$ cat config.mk
export PLATFORM = sky130hd
export DESIGN_NAME = int8vda_lane
export DESIGN_NICKNAME = d
export VERILOG_FILES = /design/src/rtl/int8vda_pkg.sv /design/src/rtl/int8vda_lane.sv
export SDC_FILE = /design/constraint.sdc
export NUM_CORES = 1
export LEC_CHECK = 0
export BUFFER_PORTS_ARGS = -buffer_cell sky130_fd_sc_hd__buf_2
export CORE_UTILIZATION = 65
export CTS_CLUSTER_SIZE = 25
export DETAILED_ROUTE_END_ITERATION = 12
export PLACE_DENSITY_LB_ADDON = 0.1
export REMOVE_ABC_BUFFERS = 1
export SLEW_MARGIN = 20
export SYNTH_ARGS = -nofsm -noshare
export SYNTH_HDL_FRONTEND = slang
export SYNTH_SLANG_ARGS = --single-unit
$ cat constraint.sdc
create_clock -name clock -period 15.2 [get_ports clock]
set_clock_uncertainty 0.2 [all_clocks]
set_input_delay 0.76 -clock clock [delete_from_list [all_inputs] [get_ports clock]]
set_output_delay 0.76 -clock clock [all_outputs]
set_load 0.01 [all_outputs]
$ cat src/rtl/int8vda_pkg.sv
// ----------------------------------------------------------------------------
// int8vda_pkg
// Shared widths and types for the int8 vector distance accumulator: per-lane
// terms, merged group sums and the pipeline control word.
// ----------------------------------------------------------------------------
`default_nettype none

package int8vda_pkg;

   // field widths
   localparam int ElemW      = 8;
   localparam int WordLanes  = 8;
   localparam int CountFldW  = 4;
   localparam int MetricW    = 29;
   localparam int EnergyW    = 27;
   localparam int ElemCountW = 17;

   // per-lane term widths
   localparam int LaneMainW  = 17;
   localparam int LaneSqW    = 15;

   // merged group widths (eight lanes at most)
   localparam int GroupMainW = 21;
   localparam int GroupSqW   = 18;

   // metric codes
   localparam logic MetricEuclid = 1'b0;
   localparam logic MetricDot    = 1'b1;

   // terms one lane produces for one beat
   typedef struct packed {
      logic signed [LaneMainW-1:0] main_term;
      logic [LaneSqW-1:0]          a_sq;
      logic [LaneSqW-1:0]          b_sq;
   } lane_term_type;

   // sums over all lanes of one beat
   typedef struct packed {
      logic signed [GroupMainW-1:0] main_sum;
      logic [GroupSqW-1:0]          a_sum;
      logic [GroupSqW-1:0]          b_sum;
   } group_sum_type;

   // control word travelling alongside the data
   typedef struct packed {
      logic                 valid;
      logic                 last;
      logic [CountFldW-1:0] count;
   } stage_ctl_type;

endpackage

`default_nettype wire

$ cat src/rtl/int8vda_lane.sv
// ----------------------------------------------------------------------------
// int8vda_lane
// One element lane: forms the main term (squared difference or product) and
// the two squares of one element pair, registered.
// ----------------------------------------------------------------------------
`default_nettype none

module int8vda_lane (
   input  wire logic                                 clock,
   input  wire logic                                 enable,
   input  wire logic                                 lane_active,
   input  wire logic                                 metric_select,
   input  wire logic [int8vda_pkg::ElemW-1:0]        a_elem,
   input  wire logic [int8vda_pkg::ElemW-1:0]        b_elem,
   output      int8vda_pkg::lane_term_type           term
);

   logic signed [int8vda_pkg::ElemW-1:0]   x;
   logic signed [int8vda_pkg::ElemW-1:0]   y;
   logic signed [int8vda_pkg::ElemW:0]     diff;
   logic signed [int8vda_pkg::ElemW:0]     op_a;
   logic signed [int8vda_pkg::ElemW:0]     op_b;
   logic signed [2*int8vda_pkg::ElemW+1:0] prod;
   logic signed [2*int8vda_pkg::ElemW-1:0] x_sq;
   logic signed [2*int8vda_pkg::ElemW-1:0] y_sq;
   int8vda_pkg::lane_term_type             term_in;
   int8vda_pkg::lane_term_type             term_ff;

   // one shared multiplier for the main term
   always_comb begin
      x    = signed'(a_elem);
      y    = signed'(b_elem);
      diff = {x[int8vda_pkg::ElemW-1], x} - {y[int8vda_pkg::ElemW-1], y};
      if (metric_select == int8vda_pkg::MetricDot) begin
         op_a = {x[int8vda_pkg::ElemW-1], x};
         op_b = {y[int8vda_pkg::ElemW-1], y};
      end else begin
         op_a = diff;
         op_b = diff;
      end
      prod = op_a * op_b;
      x_sq = x * x;
      y_sq = y * y;
   end

   // inactive lanes contribute nothing
   always_comb begin
      if (lane_active) begin
         term_in.main_term = prod[int8vda_pkg::LaneMainW-1:0];
         term_in.a_sq      = x_sq[int8vda_pkg::LaneSqW-1:0];
         term_in.b_sq      = y_sq[int8vda_pkg::LaneSqW-1:0];
      end else begin
         term_in = '0;
      end
   end

   always_ff @(posedge clock) begin
      if (enable) begin
         term_ff <= term_in;
      end
   end

   assign term = term_ff;

endmodule

`default_nettype wire

; Word-level counts from Yosys, hierarchy flattened
; Cells that the tools add are included.
[op_classes]
add_sub_neg = 1
mux = 2
multipliers = 3
[op_table]
columns = operator, n
row1 = 8-bit by 8-bit multiplier with 15-bit output, 2
row2 = 9-bit 2-to-1 mux, 2
row3 = 9-bit by 9-bit multiplier with 17-bit output, 1
row4 = 8-bit by 8-bit subtractor with 9-bit output, 1
[word_totals]
register_bits = 47
inputBits = 20

; Depth between registers and ports, before layout
[depth]
ltp_word = 3
mapped_depth = 28
ltp_nobuf = 27

; Least setup slack after synthesis
; No wires, ideal clock.
[synth_path]
path_type = in2reg
from = input port b_elem[1] in the netlist's numbering
to = register term_ff, in the netlist term[46] (data pin)
setup_slack_ns = 8.253
path_stages = 24
setup_time_ns = 0.255
t_arrival_ns = 6.492
cell_sequence = clkinv_1 ha_1 nor2b_1 o31a_1 o21a_1 nor3_1 nor3_1 a21oi_1 nor2_1 fa_1 inv_1 fa_1 inv_1 fa_1 fa_1 fa_1 ha_1 o21ai_0 o21ai_0 nand4_1 a31o_2 xnor3_1 xnor2_1 and2_1
[synth_between]
elab_chain_len = 3
elab_cells_between_ends = 4
[synth_lines]
columns = element, line_no
row1 = "start, declared", int8vda_lane.sv:14  ; input wire logic [int8vda_pkg::ElemW-1:0] b_elem,
row2 = 8-bit by 8-bit subtractor with 9-bit output, int8vda_lane.sv:33  ; diff = {x[int8vda_pkg::ElemW-1], x} - {y[int8vda_pkg::ElemW-1], y};
row3 = 9-bit 2-to-1 mux, int8vda_lane.sv:34  ; if (metric_select == int8vda_pkg::MetricDot) begin
row4 = 9-bit by 9-bit multiplier with 17-bit output (*), int8vda_lane.sv:41  ; prod = op_a * op_b;
row5 = "end signal, assigned", int8vda_lane.sv:59  ; term_ff <= term_in;
row6 = "end, declared", int8vda_lane.sv:27  ; int8vda_pkg::lane_term_type term_ff;
; Mark *: on every way between the ends. The rest lies on a longest branch, timed or not.
; A chain may end at the register's enable or synchronous reset.

; Worst setup path after layout
; Ends and elaborated chain as after synthesis.

==> results.yml <==
logic_synthesis:
  syn_inst: 917
  avgSynthCellArea_um2: 9.47
  synth_area_leaders: "fa_1 (36%), edfxtp_1 (16%), ha_1 (13%), inv_1 (7.7%), nor2_1 (4.3%)"
  yosysSeqAreaShare_pct: 15.6
  synth.top_cell.area_share_pct: 35.7
  yosysUniqueCellTypes: 47
  synthFlopType: "edfxtp_1"
  synth_area_um2: 8690
  ys_warn_count: 0
  synth_async_sr_flop_share_pct: 0
  synth-seq-cells: 45
  synth-edff-count: 45
  synth_largest_area_cell: "fa_1"
cells_and_area:
  final_core_util_pct: 72.5
  seq_area_um2: 1350
  n_antenna_cell: 0
  layout.nets: 1231
  final_common_cell: "inv_1"
  multi_input_area_um2: 6550
  layout_common_cells: "inv_1 (179), fa_1 (155), nor2_1 (99)"
  drive_above_1_share_pct: 7.85
  fill_cells: 968
  area_growth_syn_to_layout_pct: 7.06
  largest_reg_flops: 45
timing:
  hold_viol: 0
  setup_violations: 0
  fin_crit_sh_pct: 51.3
  tns_ps: 0
  rsz0062_at_grt: "false"
  fmax_ghz: 0.128
  max_slew.worst_pin.slew_ps: 819
  max-slew-margin-rel_pct: 45.4
  min_period_ps: 7800
  slew_viol_final: 0
worst_setup_path:
  crit_top_cell: "fa_1"
  cp_slowest_stage_delay_ps: 630
  slowest_stage: "a21oi_1"
  required_ps: 15060
  cp_max_fo: 10
  crit_type: "in2reg"
  worstPathArrival_ps: 7660
  start_kind: "primary input"
  crit_path_end_kind: "register"
clocking:
  cts-htree-levels: 2
  cts_inserted_buffers: 5
  cts_buffer_depth: 2
  cts_tree: "done"
  clkSlewWorstSetupHoldPaths_ps: 60
  cts_resized: 0
  postCtsSetupBuffers: 0
  clock_tree.root_cell: "clkbuf_16"
  cts_hold_buffers: 0
  cts_sinks: 45
detailed_routing:
  wl_per_cell_um: 15.2
  drt_iter0_drc: 528
  finalWirelength_mm: 17.4
  first_pass_iters: 5
  vias_per_cell: 5.54
  postRouteAntennaNets: 0
  vias: 6313
  drc: 0
run_status:
  outcome: "finished, final reports clean"
placed_design:
  gp_congestion: 0.928
  portBuffers: 64
  dp_hpwl_mm: 14.3
global_route:
  antenna_found_initial: 0
  grt_use_total_pct: 27.2
  grt_pass1_wl_mm: 30.1
  grt_max_degree: 46
  overflow: 0
  first_global_vias: 6442
floorplan:
  die_h_um: 118
  die_area_um2: 13800
  core_um2: 12800
  ios: 67
  std_cell_rows: 41
  die_w_um: 118
  start_util_pct: 67.7
worst_hold_path:
  hold_path_class: "in2reg"
power:
  powerDensity_nw_per_um2: 237
  leakagePower_nw: 4.60
  ir_worst_vdd_mv: 0.411
job:
  drv_cap: 0
[routing by layer]
layer / wire length, um / vias to the layer above / track usage [%]
li1: - / 2980 / -
met1: 7480 / 3101 / 37.1
met2: 8620 / 202 / 45.8
met3: 931 / 30 / 3.20
met4: 323 / 0 / 7.69
met5: 0 / - / 0
[cell type report]
class,instances,share of cell area (%)
inverter,187,7.55
sequential,45,14.5
clock buffer,5,1.35
clock inverter,2,0.377
multi-input combinational,665,70.4
tap,172,2.31
timing repair buffer,64,3.47
[worst max-delay path, delay by kind of cell]
kind | cells | cell delay [ps]
AOI/OAI and AO/OA | 6 | 1840
xor gates and xnor gates | 2 | 320
adders and majority gates | 7 | 3260
buffers and inverters | 4 | 550
and+or+nand+nor | 6 | 920
[cells in the mapped netlist, types with 16 or more instances]
master      n
a21oi_1    41
fa_1      155
clkbuf_1   17
o21ai_0    32
inv_1     179
nor2b_1    16
nand2_1    58
xnor2_1    35
edfxtp_1   45
and2_1     39
nor2_1     99
ha_1       88
[per-stage QoR]
| step | instances | area (um2) | power (W) | setup WS (ps) | hold WS [ps] |
|---|---|---|---|---|---|
| final | 1140 | 9300 | 0.00220 | 7400 | 667 |
| after global routing | 1140 | 9300 | 0.00248 | 7010 | 689 |
| after CTS | 1140 | 9300 | 0.00222 | 7550 | 663 |
| after detailed placement | 1133 | 9140 | 0.00208 | 7270 | 968 |
| after global placement | 1133 | 9140 | 0.00202 | 7500 | 965 |
| after floorplan | 897 | 8600 | 0.00171 | 8260 | 672 |
[worst paths after layout]
kind	startpoint	endpoint	slack (ps)	cells past startpoint
min	b_elem[0]	term[0]	670	2
max	b_elem[1]	term[46]	7400	25
[power breakdown]
part | switching, W | total, W | internal [W]
logic | 0.000955 | 0.00184 | 0.000882
clock network | 0.0000479 | 0.000124 | 0.0000764
registers | 0.00000969 | 0.000244 | 0.000234
total | 0.00101 | 0.00220 | 0.00119
[logic make-up after synthesis]
| logic type | synth area share (%) |
|---|---|
| other | 0.0432 |
| AO/OA/AOI/OAI | 8.35 |
| flip-flops | 15.6 |
| adder cells (fa/ha/maj) | 48.4 |
| AND/OR/NAND/NOR | 14.0 |
| XOR/XNOR | 4.49 |
| buffers and inverters | 9.10 |
| multiplexers | 0.115 |
(Power assumes the default switching activity.)
