### src/rtl/int8vda_pkg.sv
// ----------------------------------------------------------------------------
// int8vda_pkg
// Shared widths and types for the int8 vector distance accumulator: per-lane
// terms, merged group sums and the pipeline control word.
// ----------------------------------------------------------------------------
`default_nettype none

package int8vda_pkg;

   // field widths
   localparam int ElemW      = 8;
   localparam int WordLanes  = 8;
   localparam int CountFldW  = 4;
   localparam int MetricW    = 29;
   localparam int EnergyW    = 27;
   localparam int ElemCountW = 17;

   // per-lane term widths
   localparam int LaneMainW  = 17;
   localparam int LaneSqW    = 15;

   // merged group widths (eight lanes at most)
   localparam int GroupMainW = 21;
   localparam int GroupSqW   = 18;

   // metric codes
   localparam logic MetricEuclid = 1'b0;
   localparam logic MetricDot    = 1'b1;

   // terms one lane produces for one beat
   typedef struct packed {
      logic signed [LaneMainW-1:0] main_term;
      logic [LaneSqW-1:0]          a_sq;
      logic [LaneSqW-1:0]          b_sq;
   } lane_term_type;

   // sums over all lanes of one beat
   typedef struct packed {
      logic signed [GroupMainW-1:0] main_sum;
      logic [GroupSqW-1:0]          a_sum;
      logic [GroupSqW-1:0]          b_sum;
   } group_sum_type;

   // control word travelling alongside the data
   typedef struct packed {
      logic                 valid;
      logic                 last;
      logic [CountFldW-1:0] count;
   } stage_ctl_type;

endpackage

`default_nettype wire

### src/rtl/int8vda_accum.sv
// ----------------------------------------------------------------------------
// int8vda_accum
// Running sums, element count and length check; loads the result register on
// the last group and clears the running state.
// ----------------------------------------------------------------------------
`default_nettype none

module int8vda_accum #(
   parameter int MAX_DIM = 4096
) (
   input  wire logic                                        clock,
   input  wire logic                                        reset,
   input  wire logic                                        enable,
   input  wire int8vda_pkg::stage_ctl_type                  ctl,
   input  wire int8vda_pkg::group_sum_type                  sums,
   input  wire logic                                        rsp_ready,
   output      logic                                        rsp_valid,
   output      logic signed [int8vda_pkg::MetricW-1:0]      rsp_metric_sum,
   output      logic [int8vda_pkg::EnergyW-1:0]             rsp_a_energy,
   output      logic [int8vda_pkg::EnergyW-1:0]             rsp_b_energy,
   output      logic                                        rsp_length_error
);

   localparam int CntW = int8vda_pkg::ElemCountW;
   localparam logic [CntW-1:0] DimLimit = CntW'(MAX_DIM);
   localparam logic [CntW-1:0] CountMax = '1;

   logic signed [int8vda_pkg::MetricW-1:0] main_ff, main_in;
   logic [int8vda_pkg::EnergyW-1:0]        a_acc_ff, a_acc_in;
   logic [int8vda_pkg::EnergyW-1:0]        b_acc_ff, b_acc_in;
   logic [CntW-1:0]                        count_ff, count_in;
   logic                                   ovf_ff, ovf_in;
   logic [CntW:0]                          count_sum;
   logic                                   take;

   logic signed [int8vda_pkg::MetricW-1:0] out_main_ff;
   logic [int8vda_pkg::EnergyW-1:0]        out_a_ff;
   logic [int8vda_pkg::EnergyW-1:0]        out_b_ff;
   logic                                   out_err_ff;
   logic                                   rsp_valid_ff, rsp_valid_in;

   assign take = enable && ctl.valid;

   // next running sums, wrapping at the output widths
   always_comb begin
      main_in  = main_ff + {{(int8vda_pkg::MetricW-int8vda_pkg::GroupMainW)
                            {sums.main_sum[int8vda_pkg::GroupMainW-1]}}, sums.main_sum};
      a_acc_in = a_acc_ff +
                 {{(int8vda_pkg::EnergyW-int8vda_pkg::GroupSqW){1'b0}}, sums.a_sum};
      b_acc_in = b_acc_ff +
                 {{(int8vda_pkg::EnergyW-int8vda_pkg::GroupSqW){1'b0}}, sums.b_sum};
      count_sum = {1'b0, count_ff} + {{(CntW+1-int8vda_pkg::CountFldW){1'b0}}, ctl.count};
      if (count_sum[CntW]) begin
         count_in = CountMax;
      end else begin
         count_in = count_sum[CntW-1:0];
      end
      ovf_in = ovf_ff || (count_in > DimLimit);
   end

   // running state
   always_ff @(posedge clock) begin
      if (reset) begin
         main_ff  <= '0;
         a_acc_ff <= '0;
         b_acc_ff <= '0;
         count_ff <= '0;
         ovf_ff   <= 1'b0;
      end else if (take) begin
         if (ctl.last) begin
            main_ff  <= '0;
            a_acc_ff <= '0;
            b_acc_ff <= '0;
            count_ff <= '0;
            ovf_ff   <= 1'b0;
         end else begin
            main_ff  <= main_in;
            a_acc_ff <= a_acc_in;
            b_acc_ff <= b_acc_in;
            count_ff <= count_in;
            ovf_ff   <= ovf_in;
         end
      end
   end

   // result beat valid
   always_comb begin
      if (take && ctl.last) begin
         rsp_valid_in = 1'b1;
      end else if (rsp_ready) begin
         rsp_valid_in = 1'b0;
      end else begin
         rsp_valid_in = rsp_valid_ff;
      end
   end

   always_ff @(posedge clock) begin
      if (reset) begin
         rsp_valid_ff <= 1'b0;
      end else begin
         rsp_valid_ff <= rsp_valid_in;
      end
   end

   // result payload
   always_ff @(posedge clock) begin
      if (take && ctl.last) begin
         out_main_ff <= main_in;
         out_a_ff    <= a_acc_in;
         out_b_ff    <= b_acc_in;
         out_err_ff  <= ovf_in;
      end
   end

   assign rsp_valid        = rsp_valid_ff;
   assign rsp_metric_sum   = out_main_ff;
   assign rsp_a_energy     = out_a_ff;
   assign rsp_b_energy     = out_b_ff;
   assign rsp_length_error = out_err_ff;

endmodule

`default_nettype wire

### config.mk
export PLATFORM = sky130hd
export DESIGN_NAME = int8vda_accum
export DESIGN_NICKNAME = d
export VERILOG_FILES = /design/src/rtl/int8vda_pkg.sv /design/src/rtl/int8vda_accum.sv
export SDC_FILE = /design/constraint.sdc
export NUM_CORES = 1
export LEC_CHECK = 0
export BUFFER_PORTS_ARGS = -buffer_cell sky130_fd_sc_hd__buf_4
export CORE_MARGIN = 4
export CORE_UTILIZATION = 40
export CTS_BUF_LIST = sky130_fd_sc_hd__clkbuf_8
export DETAILED_ROUTE_END_ITERATION = 8
export PLACE_DENSITY_LB_ADDON = 0.1
export SETUP_SLACK_MARGIN = 0.4
export SLEW_MARGIN = 0
export SYNTH_ARGS = -nofsm -noshare
export SYNTH_HDL_FRONTEND = slang
export SYNTH_SLANG_ARGS = --single-unit
### constraint.sdc
create_clock -name clock -period 8.9 [get_ports clock]
set_input_delay 2.67 -clock clock [delete_from_list [all_inputs] [get_ports clock]]
set_output_delay 2.67 -clock clock [all_outputs]
set_load 0.01 [all_outputs]
Word-level counts from Yosys, hierarchy flattened
Cells that the tools add are included.
{"block": "op_classes", "add_sub_neg": 4, "mul": 0, "shift": 0, "n_lt_le_gt_ge": 1, "n_bitwise": 0, "n_eq_ne": 0, "n_mux": 8, "reduce_logical": 4, "n_div": 0}
{"operator": "adder 27 x 18 -> 27 bit", "n": 2}
{"operator": "2-to-1 mux 27 bit", "n": 2}
{"operator": "2-to-1 mux 17 bit", "n": 2}
{"operator": "adder 29 bit", "n": 1}
{"operator": "2-to-1 mux 29 bit", "n": 1}
{"operator": "adder 17 x 4 -> 18 bit", "n": 1}
{"operator": "greater-than comparator 17 x 13 -> 1 bit, second input constant", "n": 1}
{"operator": "2-to-1 mux 1 bit", "n": 3}
{"operator": "logical AND 1 bit", "n": 2}
{"operator": "nonzero test 2 bit", "n": 1}
{"operator": "logical OR 1 bit", "n": 1}
{"block": "totals", "input_bits": 67, "mem_count": 0, "reg_bits": 186, "ramBits": 0, "romBits": 0, "latchBits": 0, "wordCells": 27}

Depth between registers and ports, before layout
{"block": "depth", "ltp_word": 5, "depth_mapped": 12}

Least setup slack after synthesis
OpenSTA, ideal clock, no wires.
{"block": "synth_path", "path_type": "input -> register", "startpoint": "in enable", "endpoint": "reg a_acc_ff[20] in the netlist's numbering", "arrival_time_ns": 5.382, "path_stages": 3, "setup_slack_ns": 3.400, "setup_time_ns": 0.118, "path_cell_list": "and3_1 > nor2_1 > a32o_1"}
{"block": "synth_between", "elab_chain_len": 1}
{"element": "start: declaration", "line": "int8vda_accum.sv:13", "text": "input wire logic enable,"}
{"element": "logical AND 1 bit", "line": "int8vda_accum.sv:42", "text": "assign take = enable && ctl.valid;"}
{"element": "end signal: assignment", "line": "int8vda_accum.sv:78", "text": "a_acc_ff <= a_acc_in;"}
{"element": "end: declaration", "line": "int8vda_accum.sv:29", "text": "logic [int8vda_pkg::EnergyW-1:0] a_acc_ff, a_acc_in;"}
No other way between the ends.
A chain may end at the register's enable or synchronous reset.

Worst setup path after layout
{"block": "layout_path", "startpoint": "in sums[18] in the netlist's numbering", "endpoint": "reg out_a_ff (netlist bit rsp_a_energy[20]), data pin"}
{"block": "layout_between", "elab_chain_len": 1}
{"element": "start: declaration", "line": "int8vda_accum.sv:15", "text": "input wire int8vda_pkg::group_sum_type sums,"}
{"element": "adder 27 x 18 -> 27 bit", "line": "int8vda_accum.sv:48", "text": "a_acc_in = a_acc_ff +"}
{"element": "net a_acc_in (one bit)", "line": "int8vda_accum.sv:29"}
{"element": "end signal: assignment", "line": "int8vda_accum.sv:109", "text": "out_a_ff <= a_acc_in;"}
{"element": "end: declaration", "line": "int8vda_accum.sv:37", "text": "logic [int8vda_pkg::EnergyW-1:0] out_a_ff;"}
The timed path passes the listed nets, and every way through them passes these cells.

==> results.sh <==
export IMPL_worstSetupPathType="primary input to flip-flop"
export IMPL_hold_class="flip-flop to flip-flop"
export IMPL_start_util_pct=40.88
export IMPL_post_cts_setup_buffers=0
export IMPL_cts_tree="yes"
export IMPL_synth_top_cell_area_share_pct=25.23
export IMPL_dieArea_mm2=0.02759
export IMPL_vias=8017
export IMPL_wl_um=24780
export IMPL_placed_area_mm2=0.01141
export IMPL_synth_area_mm2=0.01000
export IMPL_synth_top_cell_by_area="edfxtp_1"
export IMPL_crit_arrival_ns=5.72
export IMPL_diodes=0
export IMPL_irDropWorstVdd_uv=76.58
export IMPL_synth_net_count=1155
export IMPL_leakage_nw=4.856
export IMPL_synth_seq_cells=186
export IMPL_p_per_area_mw_per_mm2=147.0
export IMPL_yosysWarningCount=0
export IMPL_ctsRootBufferMaster="clkbuf_8"
export IMPL_area_growth_syn_to_layout_pct=17.62
export IMPL_num_rows=57
export IMPL_dp_hpwl_um=17260
export IMPL_period_needed_ns=5.512
export IMPL_holdBufCountCts=0
export IMPL_io_pins=152
export IMPL_grt_max_degree=81
export IMPL_setup_tns_final_ns=0
export IMPL_portBuffers=151
export IMPL_wl_per_cell_um=16.76
export IMPL_drc_errors=0
export IMPL_cts_num_sinks=186
export IMPL_gp_congestion=0.8528
export IMPL_first_pass_iters=5
export IMPL_overflow=0
export IMPL_die_x_um=166.1
export IMPL_maxSlewHeadroom_pct=35.50
export IMPL_grt_use_total_pct=17.79
export IMPL_syn_inst=1016
export IMPL_min_period_over_period_pct=61.94
export IMPL_cts_buffers=17
export IMPL_max_slew_worst_pin_slew_ns=0.9675
export IMPL_grt_pass1_vias=7834
export IMPL_clkLatencyLatePin_ns=0.46
export IMPL_cts_resized=0
export IMPL_yosysSeqAreaShare_pct=45.65
export IMPL_crit_required_ns=9.10
export IMPL_drtIter0Drc=456
export IMPL_syn_area_per_cell_um2=9.842
export IMPL_antenna_found_initial=0
export IMPL_status="finished, final reports clean"
export IMPL_path_max_fanout=14
export IMPL_antenna_left=0
export IMPL_finish_utilization_pct=48.08
export IMPL_core_mm2=0.02446
export IMPL_slew_violations=0
export IMPL_hold_viol_final=0
export IMPL_final_nets=1281
export IMPL_final_area_mm2=0.01176
export IMPL_synthFlopType="dfxtp_1"
export IMPL_synth_area_leaders="edfxtp_1 (25%), dfxtp_1 (20%), ha_1 (8.5%)"
export IMPL_setup_viol=0
export IMPL_synth_edf_count=84
export IMPL_async_reset_ff_share_pct=0
export IMPL_vias_per_cell=5.421
export IMPL_crit_path_end_kind="flip-flop"
export IMPL_clk_pin_slew_ns=0.11
export IMPL_netlist_cell_type_count=65
export IMPL_clock_fmax_ghz=0.1814
export IMPL_drive_above_1_share_pct=17.23
export IMPL_grt_pass1_wl_um=40450
export IMPL_rsz0062_at_grt="false"
export IMPL_fin_skew_ns=0.01578
export IMPL_die_h_um=166.1
export IMPL_start_kind="primary input"
export IMPL_cts_max_level=4
export IMPL_drv_cap=0
export IMPL_clockBufferDepth=2
[state kept, by name (all words and copies together) (netlist names)]
name and cells:
a_acc_ff 27, rsp_valid 1, rsp_metric_sum 29, rsp_length_error 1, main_ff 29, b_acc_ff 27, ovf_ff 1, count_ff 17
rsp_b_energy 27, rsp_a_energy 27
[power by group]
group	leakage, nW	switching (mW)	internal [mW]	total (mW)
logic	3.10	0.150	0.111	0.262
clock network	0.175	0.330	0.200	0.530
registers	1.58	0.0116	0.925	0.937
[cell families (layout without fill, tap and decap cells)]
kind of cell / Yosys count / count (layout) / share of synthesized area (%)
and+or+nand+nor: 294 / 294 / 13.79
adders and majority gates: 72 / 72 / 9.309
DFF: 186 / 186 / 45.65
xor gates and xnor gates: 79 / 79 / 6.919
muxes: 1 / 1 / 0.1001
buffers and inverters: 72 / 211 / 2.803
AOI/OAI and AO/OA: 312 / 312 / 21.43
[worst max-delay path: stages]
cell and delay [ns]:
buf_4 0.11, ha_1 0.22, fa_1 0.41, a21o_1 0.18
a21oi_1 0.30, o21a_1 0.24, o41ai_1 0.12, o21ai_0 0.23
a21oi_1 0.12, o22ai_1 0.76, nor2_1 0.17, xor2_1 0.19
[routing by layer]
layer / global-route usage (%) / wire length (um) / vias to the layer above
met5: 0 / 0 / -
met4: 3.981 / 329 / 0
met3: 4.380 / 1196 / 20
met2: 30.10 / 11760 / 178
met1: 23.18 / 11500 / 3784
li1: - / - / 4035
[through the flow]
step	power [mW]	instances	hold WS [ns]	worst slack, ns
2_1_floorplan	1.126	1016	0.4291	3.400
3_3_place_gp	1.219	1447	0.4495	2.969
3_5_place_dp	1.219	1447	0.4570	2.926
4_1_cts	1.751	1479	0.4726	3.429
5_1_grt	1.817	1479	0.4945	3.176
6_report	1.729	1479	0.4725	3.388
[cells in the final DEF (no fill, tap or decap), types with 17 or more instances in the layout]
master	netlist	routed
a21oi_1	75	75
clkbuf_8	0	17
nor2_1	109	106
a22o_1	19	19
o21ai_0	38	38
dfxtp_1	102	102
ha_1	68	68
xnor2_1	49	49
nand2_1	68	67
a21o_1	32	32
nor3_1	21	21
a22oi_1	39	39
xor2_1	30	30
nand3_1	18	18
edfxtp_1	84	84
buf_4	0	157
inv_1	22	24
[cells in the mapped netlist, types with 4 or more instances]
master	count
nor2_1	109
a211oi_1	5
a31oi_1	14
edfxtp_1	84
a41oi_1	9
o311ai_0	5
o21a_1	9
o211ai_1	7
and2_1	5
clkbuf_1	44
o21ai_0	38
and3_1	13
xnor2_1	49
dfxtp_1	102
a22o_1	19
a21oi_1	75
fa_1	4
a32o_1	4
o22ai_1	7
nor3_1	21
or3_1	8
nor2b_1	11
nand2_1	68
a22oi_1	39
xor2_1	30
ha_1	68
nand3b_1	8
nand2b_1	9
a21o_1	32
o41ai_1	5
o31ai_1	6
nand4_1	12
nand3_1	18
o21bai_1	8
inv_1	22
[area by class of cell]
cell class	instances	area, um^2
multi-input cells	758	5175
inverters	22	82.58
clock inverters	15	121.4
clock buffers	17	234.0
flip-flops and latches	186	4564
fillers	2336	12700
well taps	324	405.4
repair buffers	157	1179
[path summary, 6_finish.rpt]
kind | from | end | slack [ns] | cells after the start
setup / recovery | sums[18] | rsp_a_energy[20]$_DFFE_PP_ | 3.39 | 12
setup reg to reg | a_acc_ff[0]$_SDFFE_PP0P_ | rsp_a_energy[20]$_DFFE_PP_ | 5.38 | 11
hold reg to reg | a_acc_ff[0]$_SDFFE_PP0P_ | a_acc_ff[0]$_SDFFE_PP0P_ | 0.47 | 2
hold / removal | a_acc_ff[0]$_SDFFE_PP0P_ | a_acc_ff[0]$_SDFFE_PP0P_ | 0.47 | 2
No activity file was read; power rests on OpenSTA's default activity.
