==> src/rtl/int8vda_pkg.sv <==
// ----------------------------------------------------------------------------
// int8vda_pkg
// Shared widths and types for the int8 vector distance accumulator: per-lane
// terms, merged group sums and the pipeline control word.
// ----------------------------------------------------------------------------
`default_nettype none

package int8vda_pkg;

   // field widths
   localparam int ElemW      = 8;
   localparam int WordLanes  = 8;
   localparam int CountFldW  = 4;
   localparam int MetricW    = 29;
   localparam int EnergyW    = 27;
   localparam int ElemCountW = 17;

   // per-lane term widths
   localparam int LaneMainW  = 17;
   localparam int LaneSqW    = 15;

   // merged group widths (eight lanes at most)
   localparam int GroupMainW = 21;
   localparam int GroupSqW   = 18;

   // metric codes
   localparam logic MetricEuclid = 1'b0;
   localparam logic MetricDot    = 1'b1;

   // terms one lane produces for one beat
   typedef struct packed {
      logic signed [LaneMainW-1:0] main_term;
      logic [LaneSqW-1:0]          a_sq;
      logic [LaneSqW-1:0]          b_sq;
   } lane_term_type;

   // sums over all lanes of one beat
   typedef struct packed {
      logic signed [GroupMainW-1:0] main_sum;
      logic [GroupSqW-1:0]          a_sum;
      logic [GroupSqW-1:0]          b_sum;
   } group_sum_type;

   // control word travelling alongside the data
   typedef struct packed {
      logic                 valid;
      logic                 last;
      logic [CountFldW-1:0] count;
   } stage_ctl_type;

endpackage

`default_nettype wire

==> src/rtl/int8vda_merge.sv <==
// ----------------------------------------------------------------------------
// int8vda_merge
// Merge stage: adds the terms of all lanes into one set of group sums and
// carries the control word one stage on.
// ----------------------------------------------------------------------------
`default_nettype none

module int8vda_merge #(
   parameter int NUM_LANES = 8
) (
   input  wire logic                          clock,
   input  wire logic                          reset,
   input  wire logic                          enable,
   input  wire int8vda_pkg::stage_ctl_type    ctl_in,
   input  wire int8vda_pkg::lane_term_type    terms [NUM_LANES],
   output      int8vda_pkg::stage_ctl_type    ctl_out,
   output      int8vda_pkg::group_sum_type    sums
);

   int8vda_pkg::group_sum_type sums_in;
   int8vda_pkg::group_sum_type sums_ff;
   int8vda_pkg::stage_ctl_type ctl_ff;

   // lane adder chain on narrow values
   always_comb begin
      sums_in = '0;
      for (int i = 0; i < NUM_LANES; i++) begin
         sums_in.main_sum = sums_in.main_sum +
            {{(int8vda_pkg::GroupMainW-int8vda_pkg::LaneMainW)
              {terms[i].main_term[int8vda_pkg::LaneMainW-1]}}, terms[i].main_term};
         sums_in.a_sum = sums_in.a_sum +
            {{(int8vda_pkg::GroupSqW-int8vda_pkg::LaneSqW){1'b0}}, terms[i].a_sq};
         sums_in.b_sum = sums_in.b_sum +
            {{(int8vda_pkg::GroupSqW-int8vda_pkg::LaneSqW){1'b0}}, terms[i].b_sq};
      end
   end

   // payload
   always_ff @(posedge clock) begin
      if (enable) begin
         sums_ff <= sums_in;
      end
   end

   // control
   always_ff @(posedge clock) begin
      if (reset) begin
         ctl_ff <= '0;
      end else if (enable) begin
         ctl_ff <= ctl_in;
      end
   end

   assign sums    = sums_ff;
   assign ctl_out = ctl_ff;

endmodule

`default_nettype wire

==> config.mk <==
export PLATFORM = sky130hd
export DESIGN_NAME = int8vda_merge
export DESIGN_NICKNAME = d
export VERILOG_FILES = /design/src/rtl/int8vda_pkg.sv /design/src/rtl/int8vda_merge.sv
export SDC_FILE = /design/constraint.sdc
export NUM_CORES = 1
export LEC_CHECK = 0
export BUFFER_PORTS_ARGS = -buffer_cell sky130_fd_sc_hd__buf_4
export CAP_MARGIN = 20
export CORE_AREA = 2 2 174 176
export DETAILED_ROUTE_END_ITERATION = 6
export DIE_AREA = 0 0 176 178
export PLACE_DENSITY = 0.66
export SLEW_MARGIN = 10
export SYNTH_ARGS = -nofsm -noshare
export SYNTH_HDL_FRONTEND = slang
export SYNTH_SLANG_ARGS = --single-unit
==> constraint.sdc <==
create_clock -name clock -period 5.7 [get_ports clock]
set_input_delay 0.57 -clock clock [delete_from_list [all_inputs] [get_ports clock]]
set_output_delay 0.57 -clock clock [all_outputs]
set_load 0.01 [all_outputs]
=== Word-level counts from Yosys, hierarchy flattened ===
Cells that the tools add are included.
W data, S select, Z words.

* Register bits: 63
* Output and inout port bits: 63
* Word-level logic and storage cells: 27

* Add/subtract/negate cells: 21

{| class="wikitable"
|+ Operator list
! kind !! count
|-
| $add A18 B15 Y18 || 8
|-
| $add A21 B21 Y21 || 3
|-
| $add A17 B15 Y18 || 2
|-
| $add A16 B15 Y17 || 2
|-
| $add A15 B15 Y16 || 2
|-
| $add A20 B17 Y21 || 1
|-
| $add A19 B17 Y20 || 1
|-
| $add A18 B17 Y19 || 1
|-
| $add A17 B17 Y18 || 1
|}

=== Logic depth before layout (Yosys ltp) ===
Gate-level depths: netlist (run 1).

* Word-level depth: 7
* Gate-level depth with buffers: 16

=== Worst setup path before layout (run 1) ===
OpenSTA, ideal clock, no wires.

* Path type: input to register
* Start point: input terms[173] in the netlist's numbering
* End point: register sums_ff (netlist bit sums[54]) (data pin)
* Library setup time: 0.259 ns
* Data arrival time: 4.256 ns
* Required time: 5.441 ns
* Slack: 1.185 ns
* Stages on the path: 16
* Cells stage by stage: inv_1 fa_1 inv_1 fa_1 fa_1 inv_1 fa_1 inv_1 ha_1 fa_1 a211oi_1 o211ai_1 nand3_1 nand3_1 a31oi_1 xnor2_1

{| class="wikitable"
|+ RTL lines
! element !! line !! text
|-
| start: declaration || int8vda_merge.sv:15 || <nowiki>input wire int8vda_pkg::lane_term_type terms [NUM_LANES],</nowiki>
|-
| end signal: assignment || int8vda_merge.sv:41 || <nowiki>sums_ff <= sums_in;</nowiki>
|-
| end: declaration || int8vda_merge.sv:21 || <nowiki>int8vda_pkg::group_sum_type sums_ff;</nowiki>
|}

==> impl_metrics.json, run 1 <==
{
  "dieArea_um2": 31300,
  "cpMostUsedCell": "fa_1",
  "startpoint_type": "input pin",
  "outcome": "completed",
  "clk_pin_slew_ns": 0.07,
  "power_mw": 8.37,
  "finalCritPeriodShare": 0.824,
  "io_pins": 448,
  "grt_pass1_wl_um": 45000,
  "dr_total_vias": 8621,
  "end_kind": "register",
  "h-tree-depth": 3,
  "hp-class": "input pin to register",
  "fin_nets": 2291,
  "cp.arrival_ns": 4.78,
  "worstMarginPinSlew_ns": 0.952,
  "die_w_um": 176,
  "drt-initial-drc-count": 288,
  "cp_slowest_cell": "fa_1",
  "period_needed_ns": 4.70,
  "grt_pass1_vias": 9324,
  "globalplace.congestion": 0.815,
  "clk_path_buf_depth": 2,
  "drv_slew": 0,
  "peakVddDrop_mv": 0.290,
  "clock_latency_ns": 0.34,
  "synth.yosys.seq_area_share": 0.159,
  "min_path_cells": 2,
  "r2r-end": "ctl_out[5]$_SDFFE_PP0P_",
  "via_per_inst": 4.40,
  "required_ns": 5.79,
  "finalClockSkew_ns": 0,
  "numPortBuffers": 447,
  "syn2layout_area_growth_pct": 35.7,
  "syn_nets": 1833,
  "core_um2": 29400,
  "die_y_um": 178,
  "gr-total-overflow": 0,
  "worst_r2r_path_depth": 2,
  "dp_hpwl_um": 25800,
  "grt_max_degree": 64,
  "cts.sink_count": 63,
  "antennaDiodeCount": 0,
  "rsz0062_at_grt": "false",
  "antenna_found_initial": 0,
  "rows": 63,
  "syn_area_um2": 11500,
  "numCtsBuffers": 9,
  "synth_edf_count": 57,
  "fin_util": 0.530,
  "async_reset_ff_frac": 0,
  "avgSynthCellArea_um2": 10.4,
  "ys_ff_latch": 63,
  "hold_violations": 0,
  "cts_setup_buffers": 0,
  "setup_viol": 0,
  "yosys_warnings": 0,
  "cts_root_buf": "clkbuf_16",
  "crit_type": "input pin to register",
  "crit_fanout": 3,
  "initial_core_util": 0.391,
  "dp_slack_ns": 0.695,
  "setup_slack_ns": 1.00,
  "setup_tns_ns": 0,
  "powerDensity_nw_per_um2": 537,
  "regArea_um2": 1830,
  "drv_cap": 0,
  "wl_per_cell_um": 14.2,
  "drc": 0,
  "min_to": "ctl_out[0]$_SDFFE_PP0P_",
  "synth_flop_cell": "edfxtp_1",
  "first_pass_iters": 5,
  "ctsHoldBuffers": 0,
  "slew_headroom": 0.365,
  "max_stage_delay_ns": 0.53,
  "synth.distinct_cells": 45,
  "layout-drive-gt1-share": 0.296,
  "r2r_start": "ctl_out[5]$_SDFFE_PP0P_",
  "fmax_mhz": 213,
  "p_leak_nw": 8.45,
  "wirelength_um": 27900,
  "multi_input_area_um2": 7920,
  "ant_nets": 0,
  "cts_tree": "done",
  "synth_cells": 1107,
  "grt_usage": 0.185,
  "r2r_slack_ns": 5.09,
  "min-delay-start": "reset",
  "fillers": 2627,
  "crit_chain": "buf_4 > inv_1 > fa_1 > inv_1 > fa_1 > fa_1 > inv_1 > fa_1 > inv_1 > ha_1 > fa_1 > a211oi_1 > o211ai_1 > nand3_1 > nand3_1 > a31oi_1 > xnor2_1",
  "cts.repair.resized": 0
}
-- worst max-delay path, delay by kind of cell --
family,cells,cell delay [ns]
and+or+nand+nor,2,0.30
xor gates and xnor gates,1,0.08
buffers and inverters,5,0.26
adders and majority gates,6,2.70
AOI/OAI and AO/OA,3,0.87
-- state kept, by name, summed over array words and instances (netlist names) --
register  count
ctl_out       6
sums         57
-- worst max-delay path by stage --
stage / start / to / cells past startpoint
floorplan: terms[173] / sums[54]$_DFFE_PP_ / 16
global placement: terms[173] / sums[54]$_DFFE_PP_ / 17
detailed placement: terms[173] / sums[54]$_DFFE_PP_ / 17
CTS: terms[173] / sums[54]$_DFFE_PP_ / 17
global route: terms[173] / sums[54]$_DFFE_PP_ / 17
finish: terms[173] / sums[54]$_DFFE_PP_ / 17
-- cell usage in the layout (no fill, tap or decap), types with 2 or more instances in the layout --
cell type,n
inv_1,461
buf_4,448
fa_1,284
ha_1,57
edfxtp_1,57
nor2_1,37
a21oi_1,33
xnor2_1,25
o21ai_0,20
a21o_1,19
nand2_1,15
xor2_1,14
clkbuf_16,9
nor2b_1,7
nand3_1,7
nand4_1,6
nor3_1,6
mux2i_1,6
dfxtp_1,6
nand2b_1,5
a31oi_1,4
a211o_1,3
o311ai_0,3
and2_1,3
o31a_1,3
a311oi_1,2
o41ai_1,2
a211oi_1,2
o211ai_1,2
clkinvlp_4,2
clkbuf_1,2
-- metal layers --
metal  routed length, um  global-route usage  vias to the layer above
met4                 692              0.0517                        0
met2               14500               0.329                      276
met1               10800               0.229                     4221
met3                1890              0.0360                       35
li1                    -                   -                     4089
met5                   0                   0                        -
-- stage by stage --
stage	hold WS, ns	std cells	cell area, um^2
floorplan	0.528	1107	11500
global placement	0.476	1944	15300
finish	0.454	1959	15600
detailed placement	0.495	1944	15300
global route	0.447	1959	15600
CTS	0.437	1959	15600
-- report_power, final --
part	switching (mW)	internal, mW
sequential	0.0655	1.14
combinational	3.62	3.04
clock	0.214	0.290
total	3.90	4.47
-- cell usage after synthesis, drive strengths merged (7+ instances only) --
cell | number | area share
a21o | 19 | 0.012
a21oi | 33 | 0.014
edfxtp | 57 | 0.15
fa | 284 | 0.49
ha | 57 | 0.062
inv | 461 | 0.15
nand2 | 15 | 0.0049
nand3 | 7 | 0.0030
nor2 | 37 | 0.012
nor2b | 7 | 0.0038
o21ai | 20 | 0.0087
xnor2 | 25 | 0.019
xor2 | 14 | 0.011
-- logic make-up (layout without fill, tap and decap cells) --
kind of cell    after synthesis  after routing  share of synthesized area
fa+ha+maj                   341            341                      0.557
buf+inv                     462            924                      0.151
xor+xnor                     39             39                     0.0297
simple gates                 90             90                     0.0365
compound gates              105            105                     0.0602
mux                           7              7                    0.00621
flops                        63             63                      0.159
-- final cells by class --
class,instances,share of cell area
flip-flops and latches,63,0.117
clock inverters,4,0.00152
inverters,461,0.111
multi-input cells,582,0.508
well taps,390,0.0313
clock buffers,11,0.0149
repair buffers,448,0.216
(Power assumes the default switching activity.)
==> run 2: changes to the inputs <==
--- a/config.mk
+++ b/config.mk
@@ -5,12 +5,13 @@
 export SDC_FILE = /design/constraint.sdc
 export NUM_CORES = 1
 export LEC_CHECK = 0
+export ABC_AREA = 1
 export BUFFER_PORTS_ARGS = -buffer_cell sky130_fd_sc_hd__buf_4
 export CAP_MARGIN = 20
-export CORE_AREA = 2 2 174 176
+export CORE_AREA = 2 2 172 174
 export DETAILED_ROUTE_END_ITERATION = 6
-export DIE_AREA = 0 0 176 178
-export PLACE_DENSITY = 0.66
+export DIE_AREA = 0 0 174 176
+export PLACE_DENSITY = 0.69
 export SLEW_MARGIN = 10
 export SYNTH_ARGS = -nofsm -noshare
 export SYNTH_HDL_FRONTEND = slang
==> constraint.sdc (replaced) <==
create_clock -name clock -period 4.44 [get_ports clock]
set_input_delay 0.444 -clock clock [delete_from_list [all_inputs] [get_ports clock]]
set_output_delay 0.444 -clock clock [all_outputs]
set_load 0.01 [all_outputs]
==> run 2 against run 1 <==
  * First-iteration DRC count increased by 19%
  * Non-clock buffer count is the same
  * Combinational power is 38% higher
==> impl_metrics.json, run 2 <==
{
  "setup_viol": 0,
  "synth_top_area_frac": 0.479,
  "wl_per_cell_um": 14.4,
  "die_w_um": 174,
  "finalClockSkew_ns": 0,
  "peakVddDrop_mv": 0.336,
  "synth_top_cell_by_area": "fa_1",
  "ant_nets": 0,
  "synth_compound_area_frac": 0.0370,
  "max_stage_delay_ns": 0.61,
  "crit_fanout": 4,
  "final_cell_mix": "inv_1, buf_4, fa_1, nand2_1",
  "antennaDiodeCount": 0,
  "io_pins": 448,
  "sw_frac_of_total": 0.519,
  "slew_headroom": 0.394,
  "dr_total_vias": 9495,
  "outcome": "completed",
  "h-tree-depth": 3,
  "yosys.area_share.simple": 0.0931,
  "hp-class": "input pin to register",
  "yosys-top-cells-count": "inv_1, fa_1, nand2_1",
  "cpMostUsedCell": "fa_1",
  "drv_cap": 0,
  "r2r_slack_ns": 3.85,
  "wirelength_um": 30600,
  "p_comb_frac": 0.809,
  "powerDensity_nw_per_um2": 712,
  "fin_nets": 2465,
  "crit_type": "input pin to register",
  "syn2layout_area_growth_pct": 34.7,
  "cpLargestDelayFamily": "adder cells",
  "largest_register_ffs": 57,
  "layout-drive-gt1-share": 0.274,
  "synth_flop_cell": "edfxtp_1",
  "placed_cell_area_um2": 15700,
  "ctsHoldBuffers": 0,
  "worstMarginPinSlew_ns": 0.909,
  "synth_cells": 1280,
  "finalCritPeriodShare": 0.913,
  "cts.repair.resized": 0,
  "die_y_um": 176,
  "core_um2": 28500,
  "yosys-mux-area-fraction": 0,
  "cts_root_buf": "clkbuf_16",
  "dp_hpwl_um": 28200,
  "synth_edf_count": 57,
  "async_reset_ff_frac": 0,
  "path_buf_inv": 4,
  "synth_xor_area_frac": 0.0170,
  "clk_pin_slew_ns": 0.05,
  "syn_area_um2": 11900,
  "gr-total-overflow": 0,
  "grt_pass1_vias": 10500,
  "cp_slowest_cell": "fa_1",
  "initial_core_util": 0.416,
  "drt-initial-drc-count": 344,
  "via_per_inst": 4.46,
  "p_int_mw": 5.48,
  "rsz0062_at_grt": "false",
  "numPortBuffers": 447,
  "rows": 62,
  "fmax_mhz": 247,
  "ys_ff_latch": 63,
  "pwr-share-clk": 0.058,
  "cts_tree": "done",
  "drv_slew": 0,
  "crit_chain": "buf_4 > inv_1 > fa_1 > inv_1 > fa_1 > fa_1 > fa_1 > ha_1 > inv_1 > fa_1 > o21ai_2 > nand2_1 > nand2_2 > nand2_1 > nand3_1 > nand2_1",
  "numCtsBuffers": 9,
  "mostFrequentLayoutCell": "inv_1",
  "synth.yosys.seq_area_share": 0.154,
  "required_ns": 4.53,
  "p_leak_nw": 8.96,
  "syn_nets": 2006,
  "grt_pass1_wl_um": 50500,
  "startpoint_type": "input pin",
  "globalplace.congestion": 0.911,
  "antenna_found_initial": 0,
  "drc": 0,
  "cts.sink_count": 63,
  "clock_latency_ns": 0.33,
  "synthTopCellsByArea": "fa_1, inv_1, edfxtp_1",
  "synth.distinct_cells": 24,
  "avgSynthCellArea_um2": 9.28,
  "fin_area_um2": 16000,
  "cp.arrival_ns": 4.14,
  "cts_setup_buffers": 0,
  "grt_usage": 0.210,
  "switchingPower_mw": 5.91,
  "period_needed_ns": 4.05,
  "synth.most_common_cell": "inv_1",
  "synthAdderAreaFrac": 0.539,
  "yosys_warnings": 0,
  "first_pass_iters": 5,
  "grt_max_degree": 65,
  "clk_path_buf_depth": 2,
  "pwr-share-seq": 0.133,
  "fin_util": 0.560,
  "setup_tns_ns": 0,
  "end_kind": "register",
  "synth_top_family_by_area": "adder cells",
  "dieArea_um2": 30600,
  "hold_violations": 0
}
==> run 2: path summary, 6_finish.rpt <==
kind | from | end | cells past startpoint
min reg2reg | ctl_out[0]$_SDFFE_PP0P_ | ctl_out[0]$_SDFFE_PP0P_ | 2
min | reset | ctl_out[1]$_SDFFE_PP0P_ | 2
max reg2reg | ctl_out[5]$_SDFFE_PP0P_ | ctl_out[5]$_SDFFE_PP0P_ | 2
max | terms[143] | sums[16]$_DFFE_PP_ | 16
==> run 2: routing by layer <==
metal | track usage | share of wire | vias to the layer above
met2 | 0.380 | 0.52 | 331
met3 | 0.0515 | 0.074 | 37
met5 | 0 | 0 | -
met4 | 0.0522 | 0.019 | 0
met1 | 0.252 | 0.39 | 4605
li1 | - | - | 4522
==> run 2: cell families (layout without fill, tap and decap cells) <==
group | count (synthesis) | in the layout
adders and majority gates | 341 | 341
and+or+nand+nor | 265 | 265
buffers and inverters | 507 | 971
DFF | 63 | 63
xor gates and xnor gates | 23 | 23
AOI/OAI and AO/OA | 81 | 81
==> run 2: cell type report <==
type	count	area [um^2]
Inverter	507	1900
Fill cell	2568	12500
Multi-Input combinational cell	710	8150
Clock inverter	7	48.8
Clock buffer	9	225
Sequential cell	63	1830
Timing Repair Buffer	448	3360
Tap cell	384	480
==> run 2: stage by stage <==
step                setup WS, ns  power [mW]  std cells  hold slack [ns]
global placement           0.152        10.5       2112            0.450
finish                     0.386        11.4       2128            0.324
detailed placement         0.103        10.7       2112            0.459
global route               0.160        12.9       2128            0.316
floorplan                  0.389        8.01       1280            0.478
CTS                        0.389        11.5       2128            0.314
==> run 2: power by group through the flow <==
stage	clock, mW	sequential, mW	combinational [mW]
finish	0.664	1.51	9.21
CTS	0.688	1.52	9.26
floorplan	0	1.65	6.36
detailed placement	0	1.52	9.21
global placement	0	1.52	8.99
global route	0.715	1.54	10.6
